`src/hw/rtl/field_comb_block_analyzer_unit_defines.svh`:
```
// Assertion macros shared by the comb analyzer RTL.
// Included by modules that carry concurrent checks; no other dependencies.
`ifndef FIELD_COMB_BLOCK_ANALYZER_UNIT_DEFINES_SVH
`define FIELD_COMB_BLOCK_ANALYZER_UNIT_DEFINES_SVH

// Same-cycle implication, disabled during reset.
`define FCBA_ASSERT_NOW(label, clk, rst, ante, cons, msg) \
   label: assert property (@(posedge clk) disable iff (rst) (ante) |-> (cons)) \
      else $error(msg);

// Next-cycle implication, disabled during reset.
`define FCBA_ASSERT_NEXT(label, clk, rst, ante, cons, msg) \
   label: assert property (@(posedge clk) disable iff (rst) (ante) |=> (cons)) \
      else $error(msg);

`endif

```
`src/hw/rtl/fcba_pkg.sv`:
```
// Shared types, constants and pixel arithmetic for the comb analyzer.
// No dependencies; used by every module of the block.
`timescale 1ns / 1ps

package fcba_pkg;

   localparam int COLUMNS_PER_BLOCK = 8;
   localparam int COUNT_W           = $clog2(COLUMNS_PER_BLOCK);
   localparam logic [COUNT_W-1:0] LAST_COLUMN = COUNT_W'(COLUMNS_PER_BLOCK - 1);

   localparam int CSR_INDEX_W = 4;
   localparam int CSR_DATA_W  = 8;
   localparam logic [CSR_INDEX_W-1:0] CSR_RESULT_SHIFT    = 4'd0;
   localparam logic [CSR_INDEX_W-1:0] CSR_TOP_FIELD_FIRST = 4'd1;

   localparam logic [7:0] LEVEL_MAX = 8'd255;

   typedef logic [7:0][7:0]    pix_col_type;   // row k in bits 8k+7..8k
   typedef logic signed [12:0] metric_type;    // comb metric of one column
   typedef logic [9:0]         motion_type;    // four abs diffs of one column
   typedef logic signed [15:0] sum_type;
   typedef logic [7:0]         level_type;

   typedef struct packed {
      logic [3:0] result_shift;
      logic       top_field_first;
   } cfg_type;

   typedef struct packed {
      metric_type own_comb;
      metric_type mix_comb;
      motion_type even_motion;
      motion_type odd_motion;
   } metrics_type;

   function automatic logic [7:0] absd(input logic [7:0] x, input logic [7:0] y);
      return (x > y) ? x - y : y - x;
   endfunction

   // T - E - O folds to sum7 + d8 - e4 - o4
   function automatic metric_type comb_metric(input pix_col_type l);
      logic [7:0]  d8;
      logic [10:0] t_sum;
      logic [9:0]  e_sum;
      logic [9:0]  o_sum;
      d8    = absd(l[0], l[7]);
      t_sum = 11'(absd(l[0], l[1])) + 11'(absd(l[1], l[2])) + 11'(absd(l[2], l[3]))
            + 11'(absd(l[3], l[4])) + 11'(absd(l[4], l[5])) + 11'(absd(l[5], l[6]))
            + 11'(absd(l[6], l[7]));
      e_sum = 10'(absd(l[0], l[2])) + 10'(absd(l[2], l[4])) + 10'(absd(l[4], l[6]))
            + 10'(absd(l[6], l[7]));
      o_sum = 10'(absd(l[0], l[1])) + 10'(absd(l[1], l[3])) + 10'(absd(l[3], l[5]))
            + 10'(absd(l[5], l[7]));
      return $signed({2'b00, t_sum}) + $signed({5'b00000, d8})
           - $signed({3'b000, e_sum}) - $signed({3'b000, o_sum});
   endfunction

   // negative clamps to zero, then shift and saturate
   function automatic level_type finish_sum(input sum_type s, input logic [3:0] shift);
      logic [14:0] v;
      v = s[14:0] >> shift;
      if (s[15]) begin
         return '0;
      end
      return (|v[14:8]) ? LEVEL_MAX : v[7:0];
   endfunction

endpackage

```
`src/hw/rtl/fcba_metrics.sv`:
```
// Per-column metrics: own and woven comb metrics, even/odd inter-field motion.
// Pure logic between the input register and the accumulators; uses fcba_pkg.
`timescale 1ns / 1ps

module fcba_metrics (
   input  fcba_pkg::pix_col_type first_col,
   input  fcba_pkg::pix_col_type second_col,
   input  logic                  top_field_first,
   output fcba_pkg::metrics_type metrics
);

   fcba_pkg::pix_col_type mixed_col;

   // weave: even rows from the second field when top field first
   always_comb begin
      mixed_col[0] = top_field_first ? second_col[0] : first_col[0];
      mixed_col[1] = top_field_first ? first_col[1]  : second_col[1];
      mixed_col[2] = top_field_first ? second_col[2] : first_col[2];
      mixed_col[3] = top_field_first ? first_col[3]  : second_col[3];
      mixed_col[4] = top_field_first ? second_col[4] : first_col[4];
      mixed_col[5] = top_field_first ? first_col[5]  : second_col[5];
      mixed_col[6] = top_field_first ? second_col[6] : first_col[6];
      mixed_col[7] = top_field_first ? first_col[7]  : second_col[7];
   end

   always_comb begin
      metrics.own_comb    = fcba_pkg::comb_metric(first_col);
      metrics.mix_comb    = fcba_pkg::comb_metric(mixed_col);
      metrics.even_motion =
         10'(fcba_pkg::absd(first_col[0], second_col[0]))
       + 10'(fcba_pkg::absd(first_col[2], second_col[2]))
       + 10'(fcba_pkg::absd(first_col[4], second_col[4]))
       + 10'(fcba_pkg::absd(first_col[6], second_col[6]));
      metrics.odd_motion =
         10'(fcba_pkg::absd(first_col[1], second_col[1]))
       + 10'(fcba_pkg::absd(first_col[3], second_col[3]))
       + 10'(fcba_pkg::absd(first_col[5], second_col[5]))
       + 10'(fcba_pkg::absd(first_col[7], second_col[7]));
   end

endmodule

```
`src/hw/rtl/fcba_accum.sv`:
```
// Block accumulators, column counter and the result register.
// Uses fcba_pkg and the assertion macros header.
`timescale 1ns / 1ps
`include "field_comb_block_analyzer_unit_defines.svh"

module fcba_accum (
   input  logic                  clock,
   input  logic                  reset,
   input  logic                  col_valid,
   input  fcba_pkg::metrics_type metrics,
   input  fcba_pkg::cfg_type     cfg,
   output logic                  col_taken,
   output logic                  rsp_valid,
   input  logic                  rsp_ready,
   output fcba_pkg::level_type   rsp_top_comb_level,
   output fcba_pkg::level_type   rsp_even_row_motion,
   output fcba_pkg::level_type   rsp_bottom_comb_level,
   output fcba_pkg::level_type   rsp_odd_row_motion
);

   fcba_pkg::sum_type              sum_ff [4];
   fcba_pkg::sum_type              sum_in [4];
   fcba_pkg::sum_type              delta  [4];
   logic [fcba_pkg::COUNT_W-1:0]   count_ff;
   logic [fcba_pkg::COUNT_W-1:0]   count_in;
   logic                           rsp_valid_ff;
   logic                           rsp_valid_in;
   fcba_pkg::level_type            level_ff [4];
   fcba_pkg::level_type            level_in [4];
   fcba_pkg::sum_type              sum_next [4];
   logic                           last_col;
   logic                           emit;

   assign last_col  = (count_ff == fcba_pkg::LAST_COLUMN);
   // a non-final column never touches the result register
   assign col_taken = col_valid && (!last_col || !rsp_valid_ff || rsp_ready);
   assign emit      = col_taken && last_col;

   always_comb begin
      delta[0] = cfg.top_field_first ? 16'(metrics.own_comb) : 16'(metrics.mix_comb);
      delta[2] = cfg.top_field_first ? 16'(metrics.mix_comb) : 16'(metrics.own_comb);
      delta[1] = {6'b000000, metrics.even_motion};
      delta[3] = {6'b000000, metrics.odd_motion};
      for (int s = 0; s < 4; s++) begin
         sum_next[s] = sum_ff[s] + delta[s];
      end
   end

   always_comb begin
      count_in     = count_ff;
      rsp_valid_in = rsp_valid_ff && !rsp_ready;
      for (int s = 0; s < 4; s++) begin
         sum_in[s]   = sum_ff[s];
         level_in[s] = level_ff[s];
      end
      if (col_taken) begin
         count_in = count_ff + 1'b1;
         for (int s = 0; s < 4; s++) begin
            sum_in[s] = sum_next[s];
         end
      end
      if (emit) begin
         // close the block: load result, clear sums
         count_in     = '0;
         rsp_valid_in = 1'b1;
         for (int s = 0; s < 4; s++) begin
            level_in[s] = fcba_pkg::finish_sum(sum_next[s], cfg.result_shift);
            sum_in[s]   = '0;
         end
      end
   end

   always_ff @(posedge clock) begin
      if (reset) begin
         count_ff     <= '0;
         rsp_valid_ff <= 1'b0;
         for (int s = 0; s < 4; s++) begin
            sum_ff[s] <= '0;
         end
      end else begin
         count_ff     <= count_in;
         rsp_valid_ff <= rsp_valid_in;
         for (int s = 0; s < 4; s++) begin
            sum_ff[s] <= sum_in[s];
         end
      end
   end

   always_ff @(posedge clock) begin
      for (int s = 0; s < 4; s++) begin
         level_ff[s] <= level_in[s];
      end
   end

   assign rsp_valid             = rsp_valid_ff;
   assign rsp_top_comb_level    = level_ff[0];
   assign rsp_even_row_motion   = level_ff[1];
   assign rsp_bottom_comb_level = level_ff[2];
   assign rsp_odd_row_motion    = level_ff[3];

   `FCBA_ASSERT_NOW(a_no_overwrite, clock, reset, rsp_valid_ff && !rsp_ready, !emit, "pending result overwritten")
   `FCBA_ASSERT_NEXT(a_emit_valid, clock, reset, emit, rsp_valid_ff && (count_ff == '0), "block close did not raise result")
   `FCBA_ASSERT_NEXT(a_emit_clear, clock, reset, emit, (sum_ff[0] == '0) && (sum_ff[1] == '0) && (sum_ff[2] == '0) && (sum_ff[3] == '0), "sums not cleared at block close")
   `FCBA_ASSERT_NEXT(a_count_step, clock, reset, col_taken && !last_col, count_ff == $past(count_ff) + 1'b1, "column count did not advance")

endmodule

```
`src/hw/rtl/field_comb_block_analyzer_unit.sv`:
```
// Top level of the interlace comb analyzer: input register, CSRs, metrics, accumulators.
// Depends on fcba_pkg, fcba_metrics and fcba_accum.
//
//  channel  dir  handshake              word
//  req      in   req_valid/req_ready    one pixel column of each field (2 x 64 bits)
//  rsp      out  rsp_valid/rsp_ready    four 8-bit levels, one per 8 columns
//  csr      in   csr_valid/csr_ready    register index + write data
//
// One column is accepted every cycle while no pending result holds a block's final column;
// the last column of a block passes the input register, then the result register.
// A result appears after every eighth accepted column.
// Synchronous active-high reset clears the sums, column count and valids, and sets the CSRs
// to shift 0, top field first. A result left waiting stalls only the block's final column;
// earlier columns keep flowing. csr_ready is always high; writes to an index outside the map are dropped.
`timescale 1ns / 1ps

module field_comb_block_analyzer_unit (
   input  logic                                 clock,
   input  logic                                 reset,
   input  logic                                 req_valid,
   output logic                                 req_ready,
   input  logic [63:0]                          req_first_field_column,
   input  logic [63:0]                          req_second_field_column,
   output logic                                 rsp_valid,
   input  logic                                 rsp_ready,
   output logic [7:0]                           rsp_top_comb_level,
   output logic [7:0]                           rsp_even_row_motion,
   output logic [7:0]                           rsp_bottom_comb_level,
   output logic [7:0]                           rsp_odd_row_motion,
   input  logic                                 csr_valid,
   output logic                                 csr_ready,
   input  logic [fcba_pkg::CSR_INDEX_W-1:0]     csr_index,
   input  logic [fcba_pkg::CSR_DATA_W-1:0]      csr_wdata
);

   fcba_pkg::cfg_type     cfg_ff;
   fcba_pkg::cfg_type     cfg_in;
   logic                  col_valid_ff;
   logic                  col_valid_in;
   fcba_pkg::pix_col_type first_ff;
   fcba_pkg::pix_col_type second_ff;
   fcba_pkg::metrics_type metrics;
   logic                  col_taken;
   logic                  req_fire;

   assign csr_ready = 1'b1;

   always_comb begin
      cfg_in = cfg_ff;
      if (csr_valid) begin
         unique case (csr_index)
            fcba_pkg::CSR_RESULT_SHIFT:    cfg_in.result_shift    = csr_wdata[3:0];
            fcba_pkg::CSR_TOP_FIELD_FIRST: cfg_in.top_field_first = csr_wdata[0];
            default: ;
         endcase
      end
   end

   always_ff @(posedge clock) begin
      if (reset) begin
         cfg_ff.result_shift    <= 4'd0;
         cfg_ff.top_field_first <= 1'b1;
      end else begin
         cfg_ff <= cfg_in;
      end
   end

   // input register: refill when empty or whenever the held word moves on
   assign req_ready    = !col_valid_ff || col_taken;
   assign req_fire     = req_valid && req_ready;
   assign col_valid_in = req_fire || (col_valid_ff && !col_taken);

   always_ff @(posedge clock) begin
      if (reset) begin
         col_valid_ff <= 1'b0;
      end else begin
         col_valid_ff <= col_valid_in;
      end
   end

   always_ff @(posedge clock) begin
      if (req_fire) begin
         first_ff  <= req_first_field_column;
         second_ff <= req_second_field_column;
      end
   end

   fcba_metrics u_metrics (
      .first_col       (first_ff),
      .second_col      (second_ff),
      .top_field_first (cfg_ff.top_field_first),
      .metrics         (metrics)
   );

   fcba_accum u_accum (
      .clock                 (clock),
      .reset                 (reset),
      .col_valid             (col_valid_ff),
      .metrics               (metrics),
      .cfg                   (cfg_ff),
      .col_taken             (col_taken),
      .rsp_valid             (rsp_valid),
      .rsp_ready             (rsp_ready),
      .rsp_top_comb_level    (rsp_top_comb_level),
      .rsp_even_row_motion   (rsp_even_row_motion),
      .rsp_bottom_comb_level (rsp_bottom_comb_level),
      .rsp_odd_row_motion    (rsp_odd_row_motion)
   );

endmodule
```
`config.mk`:
```
export PLATFORM = sky130hd
export DESIGN_NAME = field_comb_block_analyzer_unit
export DESIGN_NICKNAME = d
export VERILOG_FILES = /design/src/hw/rtl/fcba_pkg.sv /design/src/hw/rtl/fcba_metrics.sv /design/src/hw/rtl/fcba_accum.sv /design/src/hw/rtl/field_comb_block_analyzer_unit.sv
export VERILOG_INCLUDE_DIRS = /design/src /design/src/hw/rtl
export SDC_FILE = /design/constraint.sdc
export NUM_CORES = 2
export LEC_CHECK = 0
export ABC_AREA = 1
export ABC_CLOCK_PERIOD_IN_PS = 15700
export BUFFER_PORTS_ARGS = -buffer_cell sky130_fd_sc_hd__buf_2
export CAP_MARGIN = 20
export CORE_AREA = 4 4 337 240
export CTS_CLUSTER_DIAMETER = 100
export CTS_CLUSTER_SIZE = 25
export DETAILED_ROUTE_END_ITERATION = 6
export DIE_AREA = 0 0 341 244
export GPL_TIMING_DRIVEN = 1
export PLACE_DENSITY_LB_ADDON = 0.1
export SLEW_MARGIN = 20
export SYNTH_ARGS = -nofsm -noshare
export SYNTH_HDL_FRONTEND = slang
export SYNTH_SLANG_ARGS = --single-unit
```
`constraint.sdc`:
```
create_clock -name clock -period 15.7 [get_ports clock]
set_input_delay 1.57 -clock clock [delete_from_list [all_inputs] [get_ports clock]]
set_output_delay 1.57 -clock clock [all_outputs]
set_load 0.02 [all_outputs]
```
==> run_summary.xml <==
<?xml version="1.0" encoding="UTF-8"?>
<metrics>
  <group name="floorplan">
    <metric name="dieArea" unit="mm^2">0.0832</metric>
    <metric name="io_pins" unit="">180</metric>
    <metric name="rows" unit="">86</metric>
    <metric name="die-height" unit="um">244</metric>
    <metric name="effective_utilization_at_floorplan" unit="%">59.4</metric>
    <metric name="core_region_area" unit="mm^2">0.0778</metric>
    <metric name="die_extent_in_x" unit="um">341</metric>
  </group>
  <group name="timing">
    <metric name="clock_period_minus_worst_slack" unit="ns">13.20</metric>
    <metric name="timing.clock.skew" unit="ns">0.0326</metric>
    <metric name="grt_setup_unrepaired" unit="">false</metric>
    <metric name="max_slew.worst_pin.slew" unit="ns">1.25</metric>
    <metric name="setup_total_negative_slack" unit="ns">0</metric>
    <metric name="final_min_period_over_clock_period" unit="%">84.1</metric>
    <metric name="layout_setup_ws" unit="ns">2.50</metric>
    <metric name="maxClockFrequency" unit="GHz">0.0757</metric>
    <metric name="number_of_endpoints_failing_setup_at_the_final_stage" unit="">0</metric>
    <metric name="slew-limit-headroom" unit="%">15.9</metric>
    <metric name="max_slew_violation_total_from_the_final_report" unit="">0</metric>
    <metric name="timing_hold_violations_final" unit="">0</metric>
  </group>
  <group name="synthesis">
    <metric name="simple_gate_fraction_of_synth_area" unit="%">20.5</metric>
    <metric name="largest_family_of_logic_cells_by_synthesized_area" unit="">adder cells</metric>
    <metric name="asyncSetResetFlopFracSynth" unit="%">0</metric>
    <metric name="synth_area_leaders" unit="">sky130_fd_sc_hd__ha_1, sky130_fd_sc_hd__edfxtp_1, sky130_fd_sc_hd__nand2_1</metric>
    <metric name="synth_flop_cell" unit="">sky130_fd_sc_hd__edfxtp_1</metric>
    <metric name="post_synth_edffs" unit="">160</metric>
    <metric name="yosys_register_bits" unit="">234</metric>
    <metric name="synth_area_leader_cell" unit="">sky130_fd_sc_hd__ha_1</metric>
    <metric name="synthesis.area_per_instance" unit="um^2">7.14</metric>
    <metric name="synth_xor_xnor_area_share" unit="%">7.27</metric>
    <metric name="cells_after_synth" unit="">6475</metric>
    <metric name="distinct_cell_type_count_after_synthesis" unit="">66</metric>
    <metric name="synth_nets" unit="">7603</metric>
    <metric name="yosys.area_share.adder" unit="%">30.2</metric>
    <metric name="synth_area" unit="mm^2">0.0462</metric>
    <metric name="synth_top_area_share" unit="%">20.6</metric>
    <metric name="synth_compound_area_share" unit="%">14.9</metric>
    <metric name="synth_mux_area_share" unit="%">2.48</metric>
    <metric name="synth.yosys.warnings" unit="">0</metric>
    <metric name="ys_seq_area_share" unit="%">13.6</metric>
  </group>
  <group name="clock_network">
    <metric name="cts-root-to-sink-buffers" unit="">3</metric>
    <metric name="post_cts.resized_instances" unit="">0</metric>
    <metric name="cts.clk_slew.worst_paths" unit="ns">0.10</metric>
    <metric name="clock_buffer_count_from_cts" unit="">18</metric>
    <metric name="cts_tree" unit="">done</metric>
    <metric name="cts_hold_repair.buffers" unit="">0</metric>
    <metric name="root_buffer" unit="">sky130_fd_sc_hd__clkbuf_16</metric>
    <metric name="clock-sinks" unit="">234</metric>
    <metric name="worst_skew_pair.late_latency" unit="ns">0.60</metric>
    <metric name="setup_buffers_after_cts" unit="">0</metric>
    <metric name="cts_htree_levels" unit="">1</metric>
  </group>
  <group name="critical_path">
    <metric name="crit_required" unit="ns">16.06</metric>
    <metric name="slowest_stage" unit="">sky130_fd_sc_hd__o21bai_1</metric>
    <metric name="critPathCaptureType" unit="">flop</metric>
    <metric name="path_buf_inv" unit="">10</metric>
    <metric name="crit_path_max_incr_delay" unit="ns">0.69</metric>
    <metric name="critPathKind" unit="">flop to flop</metric>
    <metric name="cp_data_arrival_time" unit="ns">13.57</metric>
    <metric name="worst_path_dominant_cell_family" unit="">adder cells</metric>
    <metric name="worst_setup_path_start_kind" unit="">flop</metric>
    <metric name="ff2ff_setup_slack" unit="ns">2.50</metric>
    <metric name="crit_top_cell" unit="">sky130_fd_sc_hd__nand2_1</metric>
    <metric name="timing.critical_path.fanout_max" unit="">11</metric>
  </group>
  <group name="routing">
    <metric name="drc" unit="">18</metric>
    <metric name="via_count" unit="">45500</metric>
    <metric name="antenna_left" unit="">0</metric>
    <metric name="vias_per_cell" unit="">5.90</metric>
    <metric name="drt_wl_total" unit="um">168000</metric>
    <metric name="drt_iter0_drc" unit="">5452</metric>
    <metric name="avgRoutedWirePerCell" unit="um">21.8</metric>
    <metric name="drt_pass1_iterations" unit="">7</metric>
  </group>
  <group name="status">
    <metric name="violations" unit="">design-rule violations</metric>
    <metric name="status" unit="">complete, but fails checks</metric>
  </group>
  <group name="placed_design">
    <metric name="gp_routability_congestion" unit="">1.05</metric>
    <metric name="post-place-cells" unit="">7685</metric>
    <metric name="hpwlAfterDp" unit="um">138000</metric>
    <metric name="dpl_worst_slack" unit="ns">3.07</metric>
    <metric name="total_of_buffers_placed_on_input_and_output_ports" unit="">174</metric>
  </group>
  <group name="global_routing">
    <metric name="groute.usage.overall" unit="%">39.4</metric>
    <metric name="grt_remaining_overflow" unit="">0</metric>
    <metric name="wire_length_of_the_first_global_routing_pass" unit="um">251000</metric>
    <metric name="first_global_vias" unit="">41700</metric>
    <metric name="antenna_violations_before_repair" unit="">11</metric>
    <metric name="maximum_number_of_pins_on_one_net_before_global_route_repair" unit="">91</metric>
  </group>
  <group name="finish">
    <metric name="syn_to_final_growth" unit="%">6.59</metric>
    <metric name="instances_no_fill" unit="">7717</metric>
    <metric name="finish.net_count" unit="">7777</metric>
    <metric name="post_route_cells_drive_above_1_share" unit="%">7.25</metric>
  </group>
  <group name="run">
    <metric name="max-cap-violations" unit="">0</metric>
  </group>
  <group name="min_path">
    <metric name="class_of_the_worst_hold_path" unit="">flop to flop</metric>
  </group>
</metrics>
per-stage QoR:
step                      utilization (%)  hold WS, ns  area [um^2]
after detailed placement             62.5        0.466        48600
after global placement               62.5        0.455        48600
after floorplan                         -        0.449        46200
after CTS                            63.3        0.481        49300
final                                63.3        0.478        49300
after global routing                 63.3        0.493        49300
worst paths after layout:
check / start / to / depth (start not counted)
hold / removal: u_accum.sum_ff[2][2]$_SDFFE_PP0P_ / u_accum.sum_ff[2][2]$_SDFFE_PP0P_ / 2
hold reg to reg: u_accum.sum_ff[2][2]$_SDFFE_PP0P_ / u_accum.sum_ff[2][2]$_SDFFE_PP0P_ / 2
setup / recovery: first_ff[8]$_DFFE_PP_ / u_accum.level_ff[0][0]$_SDFFCE_PP0P_ / 62
setup reg to reg: first_ff[8]$_DFFE_PP_ / u_accum.level_ff[0][0]$_SDFFCE_PP0P_ / 62
synthesized netlist by cell type, types with 14 or more instances:
library cell and number:
sky130_fd_sc_hd__a21o_1 27, sky130_fd_sc_hd__a21oi_1 564, sky130_fd_sc_hd__a31oi_1 15, sky130_fd_sc_hd__buf_1 14, sky130_fd_sc_hd__buf_2 35, sky130_fd_sc_hd__clkbuf_1 59
sky130_fd_sc_hd__dfxtp_1 74, sky130_fd_sc_hd__edfxtp_1 160, sky130_fd_sc_hd__fa_1 221, sky130_fd_sc_hd__ha_1 762, sky130_fd_sc_hd__inv_1 1210, sky130_fd_sc_hd__mux2_2 43
sky130_fd_sc_hd__mux2i_1 66, sky130_fd_sc_hd__nand2_1 1256, sky130_fd_sc_hd__nand2_2 40, sky130_fd_sc_hd__nand3_1 464, sky130_fd_sc_hd__nand3_2 23, sky130_fd_sc_hd__nand4_1 81
sky130_fd_sc_hd__nor2_1 209, sky130_fd_sc_hd__nor3_1 37, sky130_fd_sc_hd__o211ai_1 68, sky130_fd_sc_hd__o21ai_0 433, sky130_fd_sc_hd__o21ai_1 34, sky130_fd_sc_hd__o21bai_1 33
sky130_fd_sc_hd__o22ai_1 17, sky130_fd_sc_hd__xnor2_1 93, sky130_fd_sc_hd__xor2_1 285
worst min-delay path, delay by kind of cell, from the launching register on:
family	cells	cell delay [ns]
flops	1	0.32
simple gates	1	0.06
compound gates	1	0.06
cells by family (layout without fill, tap and decap cells):
| logic type | after synthesis | in the layout |
|---|---|---|
| flops | 234 | 234 |
| mux | 109 | 109 |
| buf+inv | 1340 | 1525 |
| other cells | 1 | 2 |
| fa+ha+maj | 983 | 983 |
| compound gates | 1257 | 1257 |
| simple gates | 2170 | 2170 |
| xor+xnor | 381 | 381 |
routing by layer:
| metal | up-vias | GRT usage (%) | part of all wire [%] | wire length (um) |
|---|---|---|---|---|
| li1 | 21600 | - | - | - |
| met1 | 21100 | 57.5 | 44 | 73300 |
| met2 | 2453 | 54.8 | 39 | 64800 |
| met3 | 336 | 12.2 | 14 | 23200 |
| met4 | 12 | 12.5 | 3.9 | 6550 |
| met5 | - | 0.694 | 0.085 | 143 |
registers in the layout (all words and copies together), names as in the netlist:
signal             flops
first_ff              64
second_ff             64
u_accum.sum_ff        64
u_accum.level_ff      32
cfg_ff                 5
u_accum.count_ff       3
col_valid_ff           1
u_accum.rsp_valid      1
cell usage in the layout, fill, tap and decap left out, types with 40 or more instances in the layout:
master	count
sky130_fd_sc_hd__nand4_1	81
sky130_fd_sc_hd__mux2i_1	66
sky130_fd_sc_hd__nand2_2	40
sky130_fd_sc_hd__buf_2	174
sky130_fd_sc_hd__edfxtp_1	160
sky130_fd_sc_hd__nand2_1	1256
sky130_fd_sc_hd__xnor2_1	93
sky130_fd_sc_hd__ha_1	762
sky130_fd_sc_hd__o21ai_0	413
sky130_fd_sc_hd__xor2_1	285
sky130_fd_sc_hd__buf_4	97
sky130_fd_sc_hd__nor2_1	209
sky130_fd_sc_hd__inv_1	1207
sky130_fd_sc_hd__fa_1	221
sky130_fd_sc_hd__nand3_1	464
sky130_fd_sc_hd__a21oi_1	564
sky130_fd_sc_hd__dfxtp_1	70
sky130_fd_sc_hd__o21ai_1	53
sky130_fd_sc_hd__o211ai_1	68
sky130_fd_sc_hd__mux2_2	43
final cells by class:
| class | count | area (um^2) |
|---|---|---|
| multi-input cells | 4901 | 34800 |
| fillers | 7313 | 28500 |
| flip-flops and latches | 234 | 6290 |
| inverters | 1223 | 4600 |
| repair buffers | 271 | 1600 |
| well taps | 1056 | 1320 |
| clock buffers | 19 | 454 |
| clock inverters | 12 | 181 |
| diodes | 1 | 2.50 |
Power is left out: the tool's default activity adds up to more than one toggle a clock period on the data nets, which glitch-free logic cannot reach.
